**src/sha1bc_pkg.sv**
```systemverilog
// Package for the SHA-1 block compression engine.
// Holds payload and queue types, SHA-1 constants and round helpers; no dependencies.
`timescale 1ns / 1ps

package sha1bc_pkg;

  // Incoming message word
  typedef struct packed {
    logic [31:0] message_word;
    logic        restart;
  } sha1bc_in_t;

  // Outgoing digest word
  typedef struct packed {
    logic [31:0] digest_word;
    logic        last_word;
  } sha1bc_out_t;

  // Classified word as it travels through the queue
  typedef struct packed {
    logic [31:0] word;
    logic        restart;
    logic        last;
  } sha1bc_qitem_t;

  // Queue status seen by both sides
  typedef struct packed {
    logic full;
    logic empty;
  } sha1bc_qstat_t;

  localparam int unsigned NumChain  = 5;
  localparam int unsigned NumRounds = 80;
  localparam int unsigned WinDepth  = 16;

  localparam logic [31:0] IV [NumChain] = '{
    32'h67452301, 32'hefcdab89, 32'h98badcfe, 32'h10325476, 32'hc3d2e1f0
  };

  localparam logic [31:0] K0 = 32'h5a827999;
  localparam logic [31:0] K1 = 32'h6ed9eba1;
  localparam logic [31:0] K2 = 32'h8f1bbcdc;
  localparam logic [31:0] K3 = 32'hca62c1d6;

  localparam logic [3:0] LastWordIdx = 4'd15;

  // Round function: Ch, Parity, Maj, Parity by round range
  function automatic logic [31:0] sha1bc_f(input logic [6:0] t, input logic [31:0] b,
                                           input logic [31:0] c, input logic [31:0] d);
    logic [31:0] r;
    if (t < 7'd20) begin
      r = (b & c) | (~b & d);
    end else if (t >= 7'd40 && t < 7'd60) begin
      r = (b & c) | (b & d) | (c & d);
    end else begin
      r = b ^ c ^ d;
    end
    return r;
  endfunction

  // Round constant by round range
  function automatic logic [31:0] sha1bc_k(input logic [6:0] t);
    logic [31:0] r;
    if (t < 7'd20) begin
      r = K0;
    end else if (t < 7'd40) begin
      r = K1;
    end else if (t < 7'd60) begin
      r = K2;
    end else begin
      r = K3;
    end
    return r;
  endfunction

endpackage

```
**src/sha1bc_front.sv**
```systemverilog
// Front end: accepts message words, tracks position in the block, tags restart/last.
// Depends on sha1bc_pkg.
`timescale 1ns / 1ps

module sha1bc_front import sha1bc_pkg::*; (
  input  logic          clk_i,
  input  logic          rst_ni,
  input  logic          in_valid_i,
  output logic          in_stall_o,
  input  sha1bc_in_t    in_data_i,
  input  sha1bc_qstat_t qstat_i,
  output logic          push_o,
  output sha1bc_qitem_t push_item_o
);

  logic [3:0] word_count_q, word_count_d;
  logic [3:0] idx;

  assign in_stall_o = qstat_i.full;
  assign push_o     = in_valid_i && !qstat_i.full;

  // restart drops any partial block: this word becomes word 0
  assign idx = in_data_i.restart ? 4'd0 : word_count_q;

  assign push_item_o.word    = in_data_i.message_word;
  assign push_item_o.restart = in_data_i.restart;
  assign push_item_o.last    = (idx == LastWordIdx);

  always_comb begin
    word_count_d = word_count_q;
    if (push_o) begin
      word_count_d = (idx == LastWordIdx) ? 4'd0 : idx + 4'd1;
    end
  end

  always_ff @(posedge clk_i or negedge rst_ni) begin
    if (!rst_ni) begin
      word_count_q <= 4'd0;
    end else begin
      word_count_q <= word_count_d;
    end
  end

endmodule

```
**src/sha1bc_fifo.sv**
```systemverilog
// Short word queue between front end and compression back end.
// Depends on sha1bc_pkg.
`timescale 1ns / 1ps

module sha1bc_fifo import sha1bc_pkg::*; #(
  parameter int unsigned Depth = 4
) (
  input  logic          clk_i,
  input  logic          rst_ni,
  input  logic          push_i,
  input  sha1bc_qitem_t push_item_i,
  input  logic          pop_i,
  output sha1bc_qitem_t pop_item_o,
  output sha1bc_qstat_t qstat_o
);

  localparam int unsigned PtrW = (Depth > 1) ? $clog2(Depth) : 1;
  localparam int unsigned CntW = $clog2(Depth + 1);

  sha1bc_qitem_t   mem_q [Depth];
  logic [PtrW-1:0] wr_ptr_q, rd_ptr_q;
  logic [CntW-1:0] count_q;
  logic            do_push, do_pop;

  assign qstat_o.full  = (count_q == CntW'(Depth));
  assign qstat_o.empty = (count_q == '0);
  assign do_push       = push_i && !qstat_o.full;
  assign do_pop        = pop_i && !qstat_o.empty;
  assign pop_item_o    = mem_q[rd_ptr_q];

  function automatic logic [PtrW-1:0] next_ptr(input logic [PtrW-1:0] p);
    return (p == PtrW'(Depth - 1)) ? '0 : p + PtrW'(1);
  endfunction

  // storage
  always_ff @(posedge clk_i) begin
    if (do_push) begin
      mem_q[wr_ptr_q] <= push_item_i;
    end
  end

  // pointers and fill level
  always_ff @(posedge clk_i or negedge rst_ni) begin
    if (!rst_ni) begin
      wr_ptr_q <= '0;
      rd_ptr_q <= '0;
      count_q  <= '0;
    end else begin
      if (do_push) wr_ptr_q <= next_ptr(wr_ptr_q);
      if (do_pop)  rd_ptr_q <= next_ptr(rd_ptr_q);
      if (do_push && !do_pop) begin
        count_q <= count_q + CntW'(1);
      end else if (do_pop && !do_push) begin
        count_q <= count_q - CntW'(1);
      end
    end
  end

endmodule

```
**src/sha1bc_core.sv**
```systemverilog
// Back end: fills the schedule window, runs 80 rounds, adds into the chain, emits digest.
// Depends on sha1bc_pkg.
`timescale 1ns / 1ps

module sha1bc_core import sha1bc_pkg::*; (
  input  logic          clk_i,
  input  logic          rst_ni,
  input  sha1bc_qitem_t pop_item_i,
  input  sha1bc_qstat_t qstat_i,
  output logic          pop_o,
  output logic          out_valid_o,
  input  logic          out_stall_i,
  output sha1bc_out_t   out_data_o
);

  typedef enum logic [3:0] {
    ST_LOAD  = 4'b0001,
    ST_ROUND = 4'b0010,
    ST_ADD   = 4'b0100,
    ST_OUT   = 4'b1000
  } state_e;

  state_e      state_q, state_d;
  logic [6:0]  round_q;
  logic [2:0]  out_idx_q;
  logic [31:0] chain_q [NumChain];
  logic [31:0] win_q [WinDepth];
  logic [31:0] a_q, b_q, c_q, d_q, e_q;
  logic        out_valid_q;
  sha1bc_out_t out_data_q;

  logic [31:0] wt, tmp, expand;
  logic        out_load;

  assign pop_o       = (state_q == ST_LOAD) && !qstat_i.empty;
  assign out_load    = (state_q == ST_OUT) && (!out_valid_q || !out_stall_i);
  assign out_valid_o = out_valid_q;
  assign out_data_o  = out_data_q;

  // message schedule: window is a shift line, oldest word at index 0
  assign expand = win_q[13] ^ win_q[8] ^ win_q[2] ^ win_q[0];
  assign wt     = (round_q < 7'd16) ? win_q[0] : {expand[30:0], expand[31]};
  assign tmp    = {a_q[26:0], a_q[31:27]} + sha1bc_f(round_q, b_q, c_q, d_q) + e_q + wt
                + sha1bc_k(round_q);

  always_comb begin
    state_d = state_q;
    unique case (state_q)
      ST_LOAD:  if (pop_o && pop_item_i.last) state_d = ST_ROUND;
      ST_ROUND: if (round_q == 7'(NumRounds - 1)) state_d = ST_ADD;
      ST_ADD:   state_d = ST_OUT;
      ST_OUT:   if (out_load && out_idx_q == 3'(NumChain - 1)) state_d = ST_LOAD;
      default:  state_d = ST_LOAD;
    endcase
  end

  // control, chaining value and output register
  always_ff @(posedge clk_i or negedge rst_ni) begin
    if (!rst_ni) begin
      state_q     <= ST_LOAD;
      round_q     <= '0;
      out_idx_q   <= '0;
      out_valid_q <= 1'b0;
      for (int i = 0; i < NumChain; i++) chain_q[i] <= IV[i];
    end else begin
      state_q <= state_d;
      if (pop_o && pop_item_i.restart) begin
        for (int i = 0; i < NumChain; i++) chain_q[i] <= IV[i];
      end
      if (state_q == ST_ROUND) round_q <= round_q + 7'd1;
      else                     round_q <= '0;
      if (state_q == ST_ADD) begin
        chain_q[0] <= chain_q[0] + a_q;
        chain_q[1] <= chain_q[1] + b_q;
        chain_q[2] <= chain_q[2] + c_q;
        chain_q[3] <= chain_q[3] + d_q;
        chain_q[4] <= chain_q[4] + e_q;
      end
      if (out_load) begin
        out_valid_q <= 1'b1;
        out_idx_q   <= (out_idx_q == 3'(NumChain - 1)) ? 3'd0 : out_idx_q + 3'd1;
      end else if (!out_stall_i) begin
        out_valid_q <= 1'b0;
      end
    end
  end

  // datapath registers
  always_ff @(posedge clk_i) begin
    if (pop_o) begin
      for (int i = 0; i < WinDepth - 1; i++) win_q[i] <= win_q[i+1];
      win_q[WinDepth-1] <= pop_item_i.word;
      if (pop_item_i.last) begin
        a_q <= chain_q[0];
        b_q <= chain_q[1];
        c_q <= chain_q[2];
        d_q <= chain_q[3];
        e_q <= chain_q[4];
      end
    end
    if (state_q == ST_ROUND) begin
      for (int i = 0; i < WinDepth - 1; i++) win_q[i] <= win_q[i+1];
      win_q[WinDepth-1] <= wt;
      e_q <= d_q;
      d_q <= c_q;
      c_q <= {b_q[1:0], b_q[31:2]};
      b_q <= a_q;
      a_q <= tmp;
    end
    if (out_load) begin
      out_data_q.digest_word <= chain_q[out_idx_q];
      out_data_q.last_word   <= (out_idx_q == 3'(NumChain - 1));
    end
  end

  // checks
  a_round_range: assert property (@(posedge clk_i) disable iff (!rst_ni)
    (state_q == ST_ROUND) |-> (round_q < 7'(NumRounds)))
    else $error("round counter out of range");

  a_round_done: assert property (@(posedge clk_i) disable iff (!rst_ni)
    (state_q == ST_ROUND && round_q == 7'(NumRounds - 1)) |=> (state_q == ST_ADD))
    else $error("rounds did not finish into chain add");

  a_add_then_out: assert property (@(posedge clk_i) disable iff (!rst_ni)
    (state_q == ST_ADD) |=> (state_q == ST_OUT && out_idx_q == 3'd0))
    else $error("chain add not followed by digest output from H0");

  a_last_marked: assert property (@(posedge clk_i) disable iff (!rst_ni)
    (out_load && out_idx_q == 3'(NumChain - 1)) |=>
    (out_valid_o && out_data_o.last_word && state_q == ST_LOAD))
    else $error("fifth digest word not marked last");

endmodule

```
**src/sha1_block_compression.sv**
```systemverilog
// Top level of the SHA-1 block compression engine.
// Depends on sha1bc_pkg, sha1bc_front, sha1bc_fifo and sha1bc_core.
//
//   channel | ports                              | moves
//   --------+------------------------------------+-------------------------------
//   in      | in_valid_i, in_stall_o, in_data_i  | one message word (+ restart)
//   out     | out_valid_o, out_stall_i, out_data_o | one digest word (+ last flag)
//
// A block takes 16 queue pops, then 80 rounds in the single round datapath, one chain
// add and five digest words.
// The front keeps taking words into the queue while rounds run, up to QDepth.
// Reset loads the initial chain value; no clearing pass is needed.
// Output stall holds the digest register and pauses the back end only.
`timescale 1ns / 1ps

module sha1_block_compression import sha1bc_pkg::*; #(
  parameter int unsigned QDepth = 4
) (
  input  logic        clk_i,
  input  logic        rst_ni,
  input  logic        in_valid_i,
  output logic        in_stall_o,
  input  sha1bc_in_t  in_data_i,
  output logic        out_valid_o,
  input  logic        out_stall_i,
  output sha1bc_out_t out_data_o
);

  sha1bc_qstat_t qstat;
  sha1bc_qitem_t push_item, pop_item;
  logic          push, pop;

  sha1bc_front u_front (
    .clk_i       (clk_i),
    .rst_ni      (rst_ni),
    .in_valid_i  (in_valid_i),
    .in_stall_o  (in_stall_o),
    .in_data_i   (in_data_i),
    .qstat_i     (qstat),
    .push_o      (push),
    .push_item_o (push_item)
  );

  sha1bc_fifo #(
    .Depth (QDepth)
  ) u_fifo (
    .clk_i       (clk_i),
    .rst_ni      (rst_ni),
    .push_i      (push),
    .push_item_i (push_item),
    .pop_i       (pop),
    .pop_item_o  (pop_item),
    .qstat_o     (qstat)
  );

  sha1bc_core u_core (
    .clk_i       (clk_i),
    .rst_ni      (rst_ni),
    .pop_item_i  (pop_item),
    .qstat_i     (qstat),
    .pop_o       (pop),
    .out_valid_o (out_valid_o),
    .out_stall_i (out_stall_i),
    .out_data_o  (out_data_o)
  );

endmodule
```
**config.mk**
```make
export PLATFORM = sky130hd
export DESIGN_NAME = sha1_block_compression
export DESIGN_NICKNAME = d
export VERILOG_FILES = /design/src/sha1bc_pkg.sv /design/src/sha1bc_front.sv /design/src/sha1bc_fifo.sv /design/src/sha1bc_core.sv /design/src/sha1_block_compression.sv
export SDC_FILE = /design/constraint.sdc
export NUM_CORES = 2
export LEC_CHECK = 0
export BUFFER_PORTS_ARGS = -buffer_cell sky130_fd_sc_hd__buf_2
export CAP_MARGIN = 20
export CELL_PAD_IN_SITES_DETAIL_PLACEMENT = 0
export CELL_PAD_IN_SITES_GLOBAL_PLACEMENT = 1
export CORE_MARGIN = 10
export CORE_UTILIZATION = 40
export CTS_CLUSTER_SIZE = 10
export DETAILED_ROUTE_END_ITERATION = 10
export GPL_ROUTABILITY_DRIVEN = 0
export GPL_TIMING_DRIVEN = 0
export PLACE_DENSITY_LB_ADDON = 0.1
export SLEW_MARGIN = 20
export SYNTH_ARGS = -nofsm -noshare
export SYNTH_HDL_FRONTEND = slang
export SYNTH_SLANG_ARGS = --single-unit
```
**constraint.sdc**
```tcl
create_clock -name clk_i -period 24.3 [get_ports clk_i]
set_input_delay 6.075 -clock clk_i [delete_from_list [all_inputs] [get_ports clk_i]]
set_output_delay 6.075 -clock clk_i [all_outputs]
set_load 0.05 [all_outputs]
```
==> flow_metrics.py <==
metrics = {
    "status": {
        "status": "completed",
    },
    "cells_and_area": {
        "regArea_mm2": 0.0300,
        "final_common_cell": "edfxtp_1",
        "nNetsFinal": 4657,
        "fillers": 11600,
        "areaGrowthSynthToFinish_pct": 13.0,
        "utilization_pct": 45.6,
        "multi_input_area_mm2": 0.0193,
        "layout_common_cells": "edfxtp_1 (841), nand2_1 (635), o21ai_0 (256), inv_1 (253), ha_1 (229)",
        "final_cells": 6009,
        "drive_gt1_share_pct": 10.4,
    },
    "synth": {
        "ys_warn_count": 0,
        "syn_area_mm2": 0.0508,
        "netlist_instances": 4049,
        "synth-seq-cells": 1027,
        "synthTopCellsByArea": "edfxtp_1 (50%), ha_1 (5.6%), dfrtp_1 (5.2%), fa_1 (4.9%), nand2_1 (4.7%)",
        "async_flop_share_pct": 18.1,
        "yosysSeqAreaShare_pct": 59.1,
        "postSynthAreaPerCell_um2": 12.5,
        "synth_top_cell_area_share_pct": 49.7,
        "ys_types": 94,
        "synthesis.nets": 4440,
        "yosysTopAreaCell": "edfxtp_1",
        "ys.flop_type": "edfxtp_1",
        "synth-edff-count": 841,
    },
    "clock_network": {
        "cts_max_level": 3,
        "hold_buffers": 0,
        "clock_sinks": 1027,
        "cts_buffer_depth": 3,
        "cts_setup_buffers": 0,
        "worstSkewPairLatency_ns": 0.75,
        "root_buffer": "clkbuf_16",
        "post_cts_resized": 0,
        "cts.clk_slew.worst_paths_ns": 0.06,
        "numCtsBuffers": 120,
        "cts_tree": "yes",
    },
    "placement": {
        "portBuffers": 71,
        "dpl.hpwl_mm": 120,
        "place_inst": 5793,
    },
    "grt": {
        "gr-total-overflow": 0,
        "grt_pass1_wl_mm": 229,
        "grt_pass1_vias": 31400,
        "antenna_found_initial": 16,
        "grt_max_degree": 75,
        "grt_usage_pct": 22.2,
    },
    "floorplanning": {
        "rows": 130,
        "io_pins": 72,
        "core_area_mm2": 0.126,
        "start_util_pct": 40.3,
        "die_h_um": 376,
        "fp.dieArea_mm2": 0.142,
        "fp.dieW_um": 376,
    },
    "setup_path": {
        "worstPathRequired_ns": 24.75,
        "crit_fanout": 10,
        "critPathCaptureType": "flop",
        "critPathLaunchType": "flop",
        "crit_type": "reg -> reg",
        "critPathArrivalTime_ns": 9.38,
    },
    "route": {
        "dr_wl_met3_mm": 8.55,
        "avgRoutedWirePerCell_um": 26.5,
        "num_vias": 33000,
        "detail-route-antenna-nets": 0,
        "first_pass_iters": 6,
        "drc": 0,
        "drt_first_iter_violations": 3338,
        "viasPerCell": 5.49,
        "postRouteWirelength_mm": 159,
        "met2WireLength_mm": 70.0,
        "top_layer_used": "met5",
        "wl_met1_mm": 75.7,
    },
    "timing": {
        "worst_pin_slew_ns": 1.24,
        "maxSlewHeadroom_pct": 17.0,
        "setup_tns_ns": 0,
        "setup_viol": 0,
        "fin_crit_ns": 8.93,
        "fmax_ghz": 0.112,
        "rsz0062_at_grt": "false",
        "finalCritPeriodShare_pct": 36.7,
        "slew_violations": 0,
        "worst_clock_skew_ns": 0.0562,
        "hold_violations": 0,
    },
    "min_path": {
        "worstHoldPathType": "reg -> reg",
    },
    "flow_run": {
        "cap_violations": 0,
    },
}
final cells by class:
type                    count  share of cell area, %
clock buffers             191                   5.89
clock inverters            22                  0.384
inverters                 256                   1.67
flip-flops and latches   1027                   52.3
diodes                      2                0.00872
well taps                1650                   3.60
plain buffers             135                  0.918
repair buffers             95                   1.53
multi-input cells        2631                   33.7
worst max-delay path, stage by stage, from the launching register on:
cell	delay, ns
dfrtp_1	0.35
clkbuf_1	0.21
a41oi_2	0.40
inv_1	0.22
nor2_1	0.74
inv_2	0.34
nand2_1	0.38
clkbuf_1	0.81
o21ai_0	0.39
fa_1	0.59
inv_1	0.06
fa_1	0.49
inv_1	0.07
fa_1	0.47
inv_1	0.04
ha_1	0.31
o21ai_0	0.12
a21oi_1	0.31
a2bb2oi_1	0.46
o21ai_1	0.29
o32ai_1	0.76
o41a_1	0.32
a31o_2	0.19
xor2_1	0.05
mux2_2	0.26
cell families after synthesis:
logic type | count (synthesis) | share of synthesized area (%)
adder cells (fa/ha/maj) | 354 | 10.6
flip-flops | 1027 | 59.1
AND/OR/NAND/NOR | 1092 | 9.23
buffers and inverters | 391 | 2.90
XOR/XNOR | 267 | 4.60
AO/OA/AOI/OAI | 842 | 10.5
multiplexers | 76 | 3.13
flip-flops by register name, indices dropped and copies added (netlist names), 4 cells and up:
| name | flops |
|---|---|
| u_core.d_q | 32 |
| u_core.e_q | 32 |
| u_core.chain_q | 160 |
| u_core.out_data_o | 33 |
| u_core.state_q | 4 |
| u_core.round_q | 7 |
| u_fifo.mem_q | 136 |
| u_core.win_q | 512 |
| u_core.c_q | 32 |
| u_core.b_q | 32 |
| u_front.word_count_q | 4 |
| u_core.a_q | 32 |
routing by layer:
layer  up-vias  track usage, %
met3       245            3.15
met2      1028            33.4
met1     16700            33.2
li1      15000               -
met4        10            6.20
met5         -               0
cell usage after synthesis (all sizes together) (42+ instances only):
master  number
edfxtp     841
xnor2      188
nor2       208
ha         229
inv        255
clkbuf     120
nand3       42
nor2b       42
mux4        66
xor2        79
a21oi      232
a21o        81
dfrtp      105
nand2      637
dfstp       81
o21ai      276
fa         125
path summary, 6_finish.rpt:
check                           cells after the start  slack (ns)                    to            startpoint
worst min-delay path                                0        0.39  u_core.win_q[1][218]  u_core.win_q[1][250]
worst min register to register                      0        0.39  u_core.win_q[1][218]  u_core.win_q[1][250]
worst max-delay path                               24       15.37        u_core.a_q[29]     u_core.round_q[6]
worst max register to register                     24       15.37        u_core.a_q[29]     u_core.round_q[6]
min in group asynchronous                           1        5.30    u_core.chain_q[35]                rst_ni
max in group asynchronous                           3       17.69   u_core.chain_q[158]                rst_ni
through the flow:
step                      hold WS (ns)  setup WS [ns]  area, um^2
after floorplan                  0.400          11.04       50800
after global placement           0.400           5.67       53200
after detailed placement         0.405          15.61       53800
after CTS                        0.371          15.54       57400
after global routing             0.375          15.11       57400
final                            0.389          15.37       57400
Power is left out: the tool's default activity adds up to more than one toggle a clock period on the data nets, which glitch-free logic cannot reach.
